===== src/rtl/alc_pkg.sv =====
// Shared types and constants for the array list with cursor.
// Used by the controller, the datapath and the top level.
package alc_pkg;

    localparam logic [2:0] OP_INSERT = 3'd0;
    localparam logic [2:0] OP_FIRST  = 3'd1;
    localparam logic [2:0] OP_NEXT   = 3'd2;
    localparam logic [2:0] OP_REMOVE = 3'd3;
    localparam logic [2:0] OP_CLEAR  = 3'd4;

    typedef struct packed {
        logic insert;
        logic clear;
        logic reject;
        logic first;
        logic next;
        logic rem_read;
        logic capture;
        logic shift_start;
        logic shift_step;
        logic rem_finish;
        logic load_out;
    } cmd_t;

    typedef struct packed {
        logic full;
        logic empty;
        logic next_ok;
        logic remove_ok;
        logic shift_more;
        logic shift_last;
    } status_t;

endpackage


===== src/rtl/array_list_with_cursor.sv =====
// Bounded array list with cursor. One request at a time; insert, clear and
// rejected requests go straight to the done state, first and next pass through
// a fetch state (one registered RAM read). Remove reads the cursor entry, then
// moves each later entry down one place through the single RAM write port.
// The next request is accepted the cycle after the result is loaded.
// Reset clears the count and the cursor; RAM contents stay undefined, no sweep.
module array_list_with_cursor #(
    parameter int LIST_DEPTH = 64,
    parameter int DATA_WIDTH = 32
) (
    input  logic                             clk,
    input  logic                             rst_n,
    input  logic                             in_valid,
    output logic                             in_stall,
    input  logic [2:0]                       opcode,
    input  logic signed [31:0]               item_data,
    output logic                             out_valid,
    input  logic                             out_stall,
    output logic                             ok,
    output logic signed [31:0]               read_data,
    output logic [$clog2(LIST_DEPTH+1)-1:0]  entry_count
);

    alc_pkg::cmd_t    cmd;
    alc_pkg::status_t status;

    alc_ctrl u_ctrl (
        .clk       (clk),
        .rst_n     (rst_n),
        .in_valid  (in_valid),
        .in_stall  (in_stall),
        .opcode    (opcode),
        .out_valid (out_valid),
        .out_stall (out_stall),
        .status    (status),
        .cmd       (cmd)
    );

    alc_dp #(
        .LIST_DEPTH (LIST_DEPTH),
        .DATA_WIDTH (DATA_WIDTH)
    ) u_dp (
        .clk         (clk),
        .rst_n       (rst_n),
        .item_data   (item_data),
        .cmd         (cmd),
        .status      (status),
        .ok          (ok),
        .read_data   (read_data),
        .entry_count (entry_count)
    );

endmodule


===== src/rtl/alc_ram.sv =====
// Generic simple dual-port RAM, one write port, one registered read port.
// No dependencies.
module alc_ram #(
    parameter int WIDTH = 32,
    parameter int DEPTH = 64
) (
    input  logic                     clk,
    input  logic                     we,
    input  logic [$clog2(DEPTH)-1:0] waddr,
    input  logic [WIDTH-1:0]         wdata,
    input  logic [$clog2(DEPTH)-1:0] raddr,
    output logic [WIDTH-1:0]         rdata
);

    logic [WIDTH-1:0] mem [DEPTH];

    always_ff @(posedge clk)
    begin
        if (we)
        begin
            mem[waddr] <= wdata;
        end
        rdata <= mem[raddr];
    end

endmodule


===== src/rtl/alc_ctrl.sv =====
// Request sequencer for the array list: handshakes and command issue.
// Depends on alc_pkg (cmd_t, status_t, opcodes).
module alc_ctrl (
    input  logic             clk,
    input  logic             rst_n,
    input  logic             in_valid,
    output logic             in_stall,
    input  logic [2:0]       opcode,
    output logic             out_valid,
    input  logic             out_stall,
    input  alc_pkg::status_t status,
    output alc_pkg::cmd_t    cmd
);

    typedef enum logic [2:0] {
        S_IDLE,
        S_FETCH,
        S_REM_FETCH,
        S_SHIFT,
        S_DONE
    } state_t;

    state_t state_reg, state_next;
    logic   out_valid_reg, out_valid_next;

    assign in_stall  = (state_reg != S_IDLE);
    assign out_valid = out_valid_reg;

    always_comb
    begin
        cmd            = '0;
        state_next     = state_reg;
        out_valid_next = out_valid_reg && out_stall;
        unique case (state_reg)
            S_IDLE:
            begin
                if (in_valid)
                begin
                    state_next = S_DONE;
                    unique case (opcode)
                        alc_pkg::OP_INSERT:
                        begin
                            if (status.full)
                                cmd.reject = 1'b1;
                            else
                                cmd.insert = 1'b1;
                        end
                        alc_pkg::OP_FIRST:
                        begin
                            if (status.empty)
                                cmd.reject = 1'b1;
                            else
                            begin
                                cmd.first  = 1'b1;
                                state_next = S_FETCH;
                            end
                        end
                        alc_pkg::OP_NEXT:
                        begin
                            if (status.next_ok)
                            begin
                                cmd.next   = 1'b1;
                                state_next = S_FETCH;
                            end
                            else
                                cmd.reject = 1'b1;
                        end
                        alc_pkg::OP_REMOVE:
                        begin
                            if (status.remove_ok)
                            begin
                                cmd.rem_read = 1'b1;
                                state_next   = S_REM_FETCH;
                            end
                            else
                                cmd.reject = 1'b1;
                        end
                        alc_pkg::OP_CLEAR:
                        begin
                            cmd.clear = 1'b1;
                        end
                        default:
                        begin
                            cmd.reject = 1'b1;
                        end
                    endcase
                end
            end
            S_FETCH:
            begin
                cmd.capture = 1'b1;
                state_next  = S_DONE;
            end
            S_REM_FETCH:
            begin
                cmd.capture = 1'b1;
                if (status.shift_more)
                begin
                    cmd.shift_start = 1'b1;
                    state_next      = S_SHIFT;
                end
                else
                begin
                    cmd.rem_finish = 1'b1;
                    state_next     = S_DONE;
                end
            end
            S_SHIFT:
            begin
                cmd.shift_step = 1'b1;
                if (status.shift_last)
                begin
                    cmd.rem_finish = 1'b1;
                    state_next     = S_DONE;
                end
            end
            S_DONE:
            begin
                if (!out_valid_reg || !out_stall)
                begin
                    cmd.load_out   = 1'b1;
                    out_valid_next = 1'b1;
                    state_next     = S_IDLE;
                end
            end
            default:
            begin
                state_next = S_IDLE;
            end
        endcase
    end

    always_ff @(posedge clk or negedge rst_n)
    begin
        if (!rst_n)
        begin
            state_reg     <= S_IDLE;
            out_valid_reg <= 1'b0;
        end
        else
        begin
            state_reg     <= state_next;
            out_valid_reg <= out_valid_next;
        end
    end

endmodule


===== src/rtl/alc_dp.sv =====
// Datapath for the array list: entry RAM, count, cursor, shift pointer, result.
// Depends on alc_pkg (cmd_t, status_t) and alc_ram.
module alc_dp #(
    parameter int LIST_DEPTH = 64,
    parameter int DATA_WIDTH = 32
) (
    input  logic                              clk,
    input  logic                              rst_n,
    input  logic signed [31:0]                item_data,
    input  alc_pkg::cmd_t                     cmd,
    output alc_pkg::status_t                  status,
    output logic                              ok,
    output logic signed [31:0]                read_data,
    output logic [$clog2(LIST_DEPTH+1)-1:0]   entry_count
);

    localparam int IDX_W = $clog2(LIST_DEPTH);
    localparam int CNT_W = $clog2(LIST_DEPTH + 1);
    localparam logic [IDX_W-1:0] ONE_IDX = IDX_W'(1);
    localparam logic [IDX_W-1:0] TWO_IDX = IDX_W'(2);
    localparam logic [CNT_W-1:0] ONE_CNT = CNT_W'(1);
    localparam logic [CNT_W-1:0] TWO_CNT = CNT_W'(2);
    localparam logic [CNT_W-1:0] FULL_CNT = CNT_W'(LIST_DEPTH);

    logic [CNT_W-1:0]      count_reg, count_next;
    logic                  cur_valid_reg, cur_valid_next;
    logic [IDX_W-1:0]      cur_reg, cur_next;
    logic [IDX_W-1:0]      wptr_reg, wptr_next;
    logic                  res_ok_reg, res_ok_next;
    logic [31:0]           res_data_reg, res_data_next;
    logic                  out_ok_reg;
    logic [31:0]           out_data_reg;
    logic [CNT_W-1:0]      out_count_reg;

    logic                  ram_we;
    logic [IDX_W-1:0]      ram_waddr;
    logic [IDX_W-1:0]      ram_raddr;
    logic [DATA_WIDTH-1:0] ram_wdata;
    logic [DATA_WIDTH-1:0] ram_q;
    logic [IDX_W-1:0]      next_idx;
    logic [CNT_W-1:0]      cur_wide;
    logic [31:0]           rd_word;

    alc_ram #(
        .WIDTH (DATA_WIDTH),
        .DEPTH (LIST_DEPTH)
    ) u_ram (
        .clk   (clk),
        .we    (ram_we),
        .waddr (ram_waddr),
        .wdata (ram_wdata),
        .raddr (ram_raddr),
        .rdata (ram_q)
    );

    assign cur_wide = CNT_W'(cur_reg);
    assign next_idx = cur_valid_reg ? (cur_reg + ONE_IDX) : '0;
    assign rd_word  = 32'(ram_q);

    assign status.full       = (count_reg == FULL_CNT);
    assign status.empty      = (count_reg == '0);
    assign status.next_ok    = cur_valid_reg ? ((cur_wide + ONE_CNT) < count_reg)
                                             : (count_reg != '0);
    assign status.remove_ok  = cur_valid_reg && (cur_wide < count_reg);
    assign status.shift_more = (cur_wide + ONE_CNT) < count_reg;
    assign status.shift_last = (CNT_W'(wptr_reg) + TWO_CNT) == count_reg;

    assign ram_we    = cmd.insert || cmd.shift_step;
    assign ram_waddr = cmd.insert ? count_reg[IDX_W-1:0] : wptr_reg;
    assign ram_wdata = cmd.insert ? DATA_WIDTH'($unsigned(item_data)) : ram_q;

    always_comb
    begin
        ram_raddr = cur_reg;
        if (cmd.first)
            ram_raddr = '0;
        else if (cmd.next)
            ram_raddr = next_idx;
        else if (cmd.rem_read)
            ram_raddr = cur_reg;
        else if (cmd.shift_start)
            ram_raddr = cur_reg + ONE_IDX;
        else if (cmd.shift_step)
            ram_raddr = wptr_reg + TWO_IDX;
    end

    always_comb
    begin
        count_next     = count_reg;
        cur_valid_next = cur_valid_reg;
        cur_next       = cur_reg;
        wptr_next      = wptr_reg;
        res_ok_next    = res_ok_reg;
        res_data_next  = res_data_reg;

        if (cmd.insert)
        begin
            count_next    = count_reg + ONE_CNT;
            res_ok_next   = 1'b1;
            res_data_next = '0;
        end
        if (cmd.clear)
        begin
            count_next     = '0;
            cur_valid_next = 1'b0;
            res_ok_next    = 1'b1;
            res_data_next  = '0;
        end
        if (cmd.reject)
        begin
            res_ok_next   = 1'b0;
            res_data_next = '0;
        end
        if (cmd.first)
        begin
            cur_valid_next = 1'b1;
            cur_next       = '0;
        end
        if (cmd.next)
        begin
            cur_valid_next = 1'b1;
            cur_next       = next_idx;
        end
        if (cmd.capture)
        begin
            res_ok_next   = 1'b1;
            res_data_next = rd_word;
        end
        if (cmd.shift_start)
            wptr_next = cur_reg;
        if (cmd.shift_step)
            wptr_next = wptr_reg + ONE_IDX;
        if (cmd.rem_finish)
        begin
            count_next     = count_reg - ONE_CNT;
            cur_valid_next = (cur_reg != '0);
            cur_next       = cur_reg - ONE_IDX;
        end
    end

    always_ff @(posedge clk or negedge rst_n)
    begin
        if (!rst_n)
        begin
            count_reg     <= '0;
            cur_valid_reg <= 1'b0;
        end
        else
        begin
            count_reg     <= count_next;
            cur_valid_reg <= cur_valid_next;
        end
    end

    always_ff @(posedge clk)
    begin
        cur_reg      <= cur_next;
        wptr_reg     <= wptr_next;
        res_ok_reg   <= res_ok_next;
        res_data_reg <= res_data_next;
        if (cmd.load_out)
        begin
            out_ok_reg    <= res_ok_reg;
            out_data_reg  <= res_data_reg;
            out_count_reg <= count_reg;
        end
    end

    assign ok          = out_ok_reg;
    assign read_data   = out_data_reg;
    assign entry_count = out_count_reg;

endmodule


===== config.mk =====
export PLATFORM = sky130hd
export DESIGN_NAME = array_list_with_cursor
export DESIGN_NICKNAME = d
export VERILOG_FILES = /design/src/rtl/alc_pkg.sv /design/src/rtl/array_list_with_cursor.sv /design/src/rtl/alc_ram.sv /design/src/rtl/alc_ctrl.sv /design/src/rtl/alc_dp.sv
export SDC_FILE = /design/constraint.sdc
export NUM_CORES = 2
export LEC_CHECK = 0
export BUFFER_PORTS_ARGS = -buffer_cell sky130_fd_sc_hd__buf_4
export CAP_MARGIN = 40
export CORE_MARGIN = 4
export CORE_UTILIZATION = 50
export DETAILED_ROUTE_END_ITERATION = 8
export PLACE_DENSITY = 0.67
export SYNTH_ARGS = -nofsm -noshare
export SYNTH_HDL_FRONTEND = slang
export SYNTH_HIERARCHICAL = 1
export SYNTH_SLANG_ARGS = --single-unit

===== constraint.sdc =====
create_clock -name clk -period 13.44 [get_ports clk]
set_clock_uncertainty 0.05 [all_clocks]
set_input_delay 1.344 -clock clk [delete_from_list [all_inputs] [get_ports clk]]
set_output_delay 1.344 -clock clk [all_outputs]
set_load 0.1 [all_outputs]

=== After elaboration in Yosys (flattened, before gate mapping) ===
Memory sizes are Yosys's and may differ from the RTL's. A register that Yosys moved wholly into a read port is not among the register bits.
Cells that the tools add are included.

* Magnitude comparators: 2
* $mul: 0
* Bitwise gates (word level): 0
* Muxes and demuxes: 66
* Shifts and indexed selects: 0
* Add/sub/neg operators: 8
* Divide/modulo/power cells: 0
* Reduce and logical (&&, ||, !) cells: 20
* Eq/ne operators: 13

{| class="wikitable"
|+ Operators by type and width
! operator !! count
|-
| $mux 32 || 5
|-
| $mux 6 || 14
|-
| $mux 1 || 33
|-
| $mux 3 || 7
|-
| $mux 7 || 3
|-
| $pmux 3 s5 || 1
|-
| $add 6x1->6 const B || 2
|-
| $eq 3x2->1 const B || 4
|-
| $reduce_bool 3->1 || 4
|-
| $pmux 3 s3 || 1
|-
| $reduce_bool 4->1 || 2
|-
| $add 6x1->7 const B || 1
|-
| $add 6x2->7 const B || 1
|-
| $add 7x1->7 const B || 1
|-
| $eq 7x7->1 || 1
|-
| $eq 7x7->1 const B || 1
|-
| $logic_not 7->1 || 1
|-
| $lt 6x7->1 || 1
|-
| $lt 7x7->1 || 1
|-
| $reduce_bool 7->1 || 1
|-
| $sub 7x1->7 const B || 1
|-
| $add 6x2->6 const B || 1
|-
| $eq 3x1->1 const B || 2
|-
| $eq 3x3->1 const B || 2
|-
| 13 further kinds || 18
|}

* Register bits: 97
* Word-level logic and storage cells: 121
* Bits in latches: 0
* Memories kept: 1
* RAM bits: 2048
* Bits in read-only memories: 0
* Output and inout port bits: 42
* Input port bits: 39

{| class="wikitable"
|+ Memories
! name !! words !! width !! read ports !! clocked after memory_dff !! write ports !! RTL line !! source
|-
| u_dp.u_ram.mem || 64 || 32 || 1 || 1 || 1 || alc_ram.sv:15 || <nowiki>logic [WIDTH-1:0] mem [DEPTH];</nowiki>
|}

=== Logic depth before layout (Yosys ltp) ===
* Depth in word-level cells: 11
* Gate-level depth with buffers: 26
* Depth with buffers taken out: 21

=== Modules after synthesis ===
Netlist, hierarchy kept.

{| class="wikitable"
|+ By module, submodules not included
! module !! cells an instance !! area an instance (µm²) !! sequential area each (µm²) !! instances
|-
| alc_ram || 3324 || 78515.3 || 62139.6 || 1
|-
| alc_dp || 420 || 4946.0 || 2742.6 || 1
|-
| alc_ctrl || 54 || 432.9 || 100.1 || 1
|}

=== Worst setup path after synthesis ===
OpenSTA, ideal clock, no wires.

* Kind: input to register
* From: in in_valid
* To: mem u_dp.u_ram.mem[49][0] (enable)
* Buffers on the path: 2
* Required time: 12929 ps
* Stages on the path: 9
* Arrival: 5319 ps
* Setup slack: 7610 ps
* Setup time: 461 ps
* Path through: nand2_2 -> or2_4 -> nor4_2 -> buf_1 -> mux2_2 -> clkbuf_1 -> nor2b_1 -> nand4_1 -> nor3_1

{| class="wikitable"
|+ RTL lines
! what !! RTL line !! source
|-
| start, declared || array_list_with_cursor.sv:13 || <nowiki>input logic in_valid,</nowiki>
|-
| end, declared || alc_ram.sv:15 ||
|}

==> insert_results.sql <==
INSERT INTO impl_metrics (metric_group, metric, value, unit) VALUES
('drt', 'routed_via_density', '6.51', ''),
('synth', 'synth.ff_latch_count', '2177', ''),
('grt', 'antenna_violations_before_repair', '5', ''),
('drt', 'drt.antenna.violating_nets', '0', ''),
('sta', 'final_hold_slack', '0.293', 'ns'),
('job', 'maxCapViolations', '0', ''),
('sta', 'fin_crit', '7.59', 'ns'),
('grt', 'grt_start_max_net_pins', '109', ''),
('synth', 'synthesis.area_per_instance', '22.1', 'µm²'),
('synth', 'postSynth.topFlopCell', 'edfxtp_1', ''),
('clock_network', 'clk_latency', '0.85', 'ns'),
('sta', 'unrepaired_setup_endpoints_after_global_routing', 'false', ''),
('drt', 'route.vias.total', '41798', ''),
('sta', 'worst_slew_margin_relative_to_its_limit', '27.7', '%'),
('sta', 'hold_violations', '0', ''),
('die', 'fp.dieW', '418', 'µm'),
('cells_and_area', 'filler_cell_count', '11909', ''),
('worst_setup_path', 'slowest_cell_on_the_critical_path', 'buf_12', ''),
('cells_and_area', 'largest_register_ff_count', '2048', ''),
('sta', 'final_sum_of_negative_setup_slack', '0', 'ns'),
('cells_and_area', 'layout-area-overhead-vs-synth', '13.4', '%'),
('cells_and_area', 'layout.area.seq', '65000', 'µm²'),
('hold_path', 'timing.hold.worst.class', 'input pin to asynchronous set/reset pin', ''),
('worst_setup_path', 'worstPathArrival', '8.23', 'ns'),
('clock_network', 'tritoncts.num_buffers', '208', ''),
('drt', 'route.final.wire_length', '223000', 'µm'),
('synth', 'proportion_of_netlist_area_held_by_the_largest_area_contributor', '76.3', '%'),
('sta', 'worst_margin_pin_slew', '1.08', 'ns'),
('sta', 'fmax', '0.132', 'GHz'),
('sta', 'report.final.slew_viol_count', '0', ''),
('sta', 'post-route-worst-setup-slack', '5.85', 'ns'),
('clock_network', 'cts-hold-fix-buffers', '0', ''),
('synth', 'synth_seq_area_share', '77.5', '%'),
('placement', 'gpl.final_weighted_congestion', '0.869', ''),
('status', 'run_status', 'finished clean', ''),
('drt', 'drt_drc_violations_left', '0', ''),
('die', 'die_area', '174000', 'µm²'),
('clock_network', 'tritoncts', 'built', ''),
('die', 'floorplan.io_pins', '81', ''),
('synth', 'most_area_hungry_cell_type_in_the_yosys_netlist', 'edfxtp_1', ''),
('grt', 'grt_pass1_vias', '41111', ''),
('clock_network', 'postCtsSetupBuffers', '0', ''),
('clock_network', 'cts.sink_count', '2177', ''),
('drt', 'drt_pre_antenna_iters', '6', ''),
('worst_setup_path', 'timing.critical_path.cells', 'and3_4 > and3_2 > xor2_2 > ha_1 > a21o_1 > a21oi_1 > o21ai_0 > a21oi_1 > nand2_1 > nor3_1 > nor2b_1 > nand2_1 > or2_2 > o32ai_4 > buf_12 > buf_12 > mux4_2 > mux4_2 > o22ai_1 > nor2_1', ''),
('synth', 'post_synth_instance_area', '83900', 'µm²'),
('placement', 'detailedPlace.worstSlack', '5.89', 'ns'),
('clock_network', 'htree_levels', '4', ''),
('worst_setup_path', 'reg2reg_to', 'u_dp/u_ram/rdata[26]$_DFF_P_', ''),
('drt', 'drt_iter0_drc', '6373', ''),
('sta', 'post_route_clock_period_utilization', '56.5', '%'),
('power', 'vdd.ir_drop.worst', '0.129', 'mV'),
('die', 'start_util', '50.2', '%'),
('synth', 'post_synthesis_async_set_or_reset_flop_share', '0.551', '%'),
('synth', 'yosys.cell_types.count', '68', ''),
('grt', 'grt_first_pass_wirelength', '315000', 'µm'),
('worst_setup_path', 'timing.rr.start', 'u_dp/cur_reg[2]$_DFFE_PP_', ''),
('synth', 'yosys-top-cells-area', 'edfxtp_1, mux4_2, mux2i_1', ''),
('power', 'total_leakage_power', '0.0297', 'µW'),
('worst_setup_path', 'criticalPathCategory', 'flip-flop to flip-flop', ''),
('clock_network', 'cts.repair.resized', '0', ''),
('cells_and_area', 'multi_input_area', '18400', 'µm²'),
('synth', 'syn_inst', '3798', ''),
('worst_setup_path', 'critical_path_required', '14.08', 'ns'),
('grt', 'globalRoute.totalOverflow', '0', ''),
('die', 'die_height', '418', 'µm'),
('synth', 'yosysMostFrequentCell', 'edfxtp_1', ''),
('worst_setup_path', 'cp_max_stage_delay', '0.70', 'ns'),
('sta', 'timing.final.setup_violations', '0', ''),
('synth', 'syn-num-nets', '3856', ''),
('clock_network', 'clk_path_buf_depth', '3', '');
## placed cells by master, fill, tap and decap left out, types with 21 or more instances in the layout
cell type  instances
edfxtp_1        2132
mux4_2           544
clkbuf_16        209
buf_4            206
nor2_1           101
a21oi_1           99
mux2i_1           96
o22ai_1           86
nor2_4            63
clkbuf_1          59
nand2_1           55
mux2_2            37
and2_1            34
dfxtp_1           33
clkinv_2          32
clkinv_1          28
o221ai_1          27
buf_12            26
o21ai_0           21
## cells by family (layout without fill, tap and decap cells)
group / Yosys count / after routing / share of synthesized area, %
DFF: 2177 / 2177 / 77.5
muxes: 677 / 677 / 16.2
and+or+nand+nor: 378 / 378 / 2.21
AOI/OAI and AO/OA: 291 / 291 / 2.19
buffers and inverters: 228 / 642 / 1.31
xor gates and xnor gates: 28 / 28 / 0.301
adders and majority gates: 19 / 19 / 0.283
other: 0 / 2 / 0
## per-layer routing
metal	global-route usage, %	up-vias	part of all wire (%)
met5	0.361	-	0.047
met4	9.47	4	4.1
met3	5.68	432	11
met2	38.9	2548	46
met1	37.0	22357	38
li1	-	16457	-
## metrics by stage
step / instances / power [µW] / utilization [%] / area (µm²)
floorplan: 3798 / 11000 / - / 83900
global placement: 5999 / 12400 / 52.6 / 87900
detailed placement: 6030 / 12600 / 52.9 / 88400
CTS: 6415 / 18300 / 57.0 / 95200
global route: 6417 / 18800 / 57.0 / 95200
finish: 6418 / 18200 / 57.0 / 95200
## worst max path at each step
stage | slack [ns] | endpoint | cells past startpoint
6_report | 5.85 | u_dp/u_ram/rdata[26]$_DFF_P_ | 20
5_1_grt | 5.41 | u_dp/u_ram/rdata[21]$_DFF_P_ | 20
4_1_cts | 5.87 | u_dp/u_ram/rdata[15]$_DFF_P_ | 20
3_5_place_dp | 5.89 | u_dp/u_ram/rdata[15]$_DFF_P_ | 20
3_3_place_gp | 5.56 | u_dp/u_ram/rdata[1]$_DFF_P_ | 20
2_1_floorplan | 7.61 | u_dp/u_ram/mem[49][0]$_DFFE_PP_ | 9
## worst reg2reg max path: cells and delay by family (launching register included)
kind,cells,cell delay [ns]
compound gates,6,1.43
flops,1,0.66
simple gates,8,2.30
buf+inv,2,1.40
mux,2,1.15
xor+xnor,1,0.20
fa+ha+maj,1,0.28
## final cells by class
type,count,area share (%)
multi-input combinational,1393,19.3
clock inverter,100,1.17
antenna,2,0.00526
timing repair buffer,238,2.27
tap,2204,2.90
clock buffer,285,5.97
sequential,2177,68.3
inverter,19,0.0749
## where the power goes
part           switching, µW  internal [µW]
combinational           2580           1060
sequential               189           8610
clock                   2530           3270
total                   5300          12900
(Power assumes the default switching activity.)
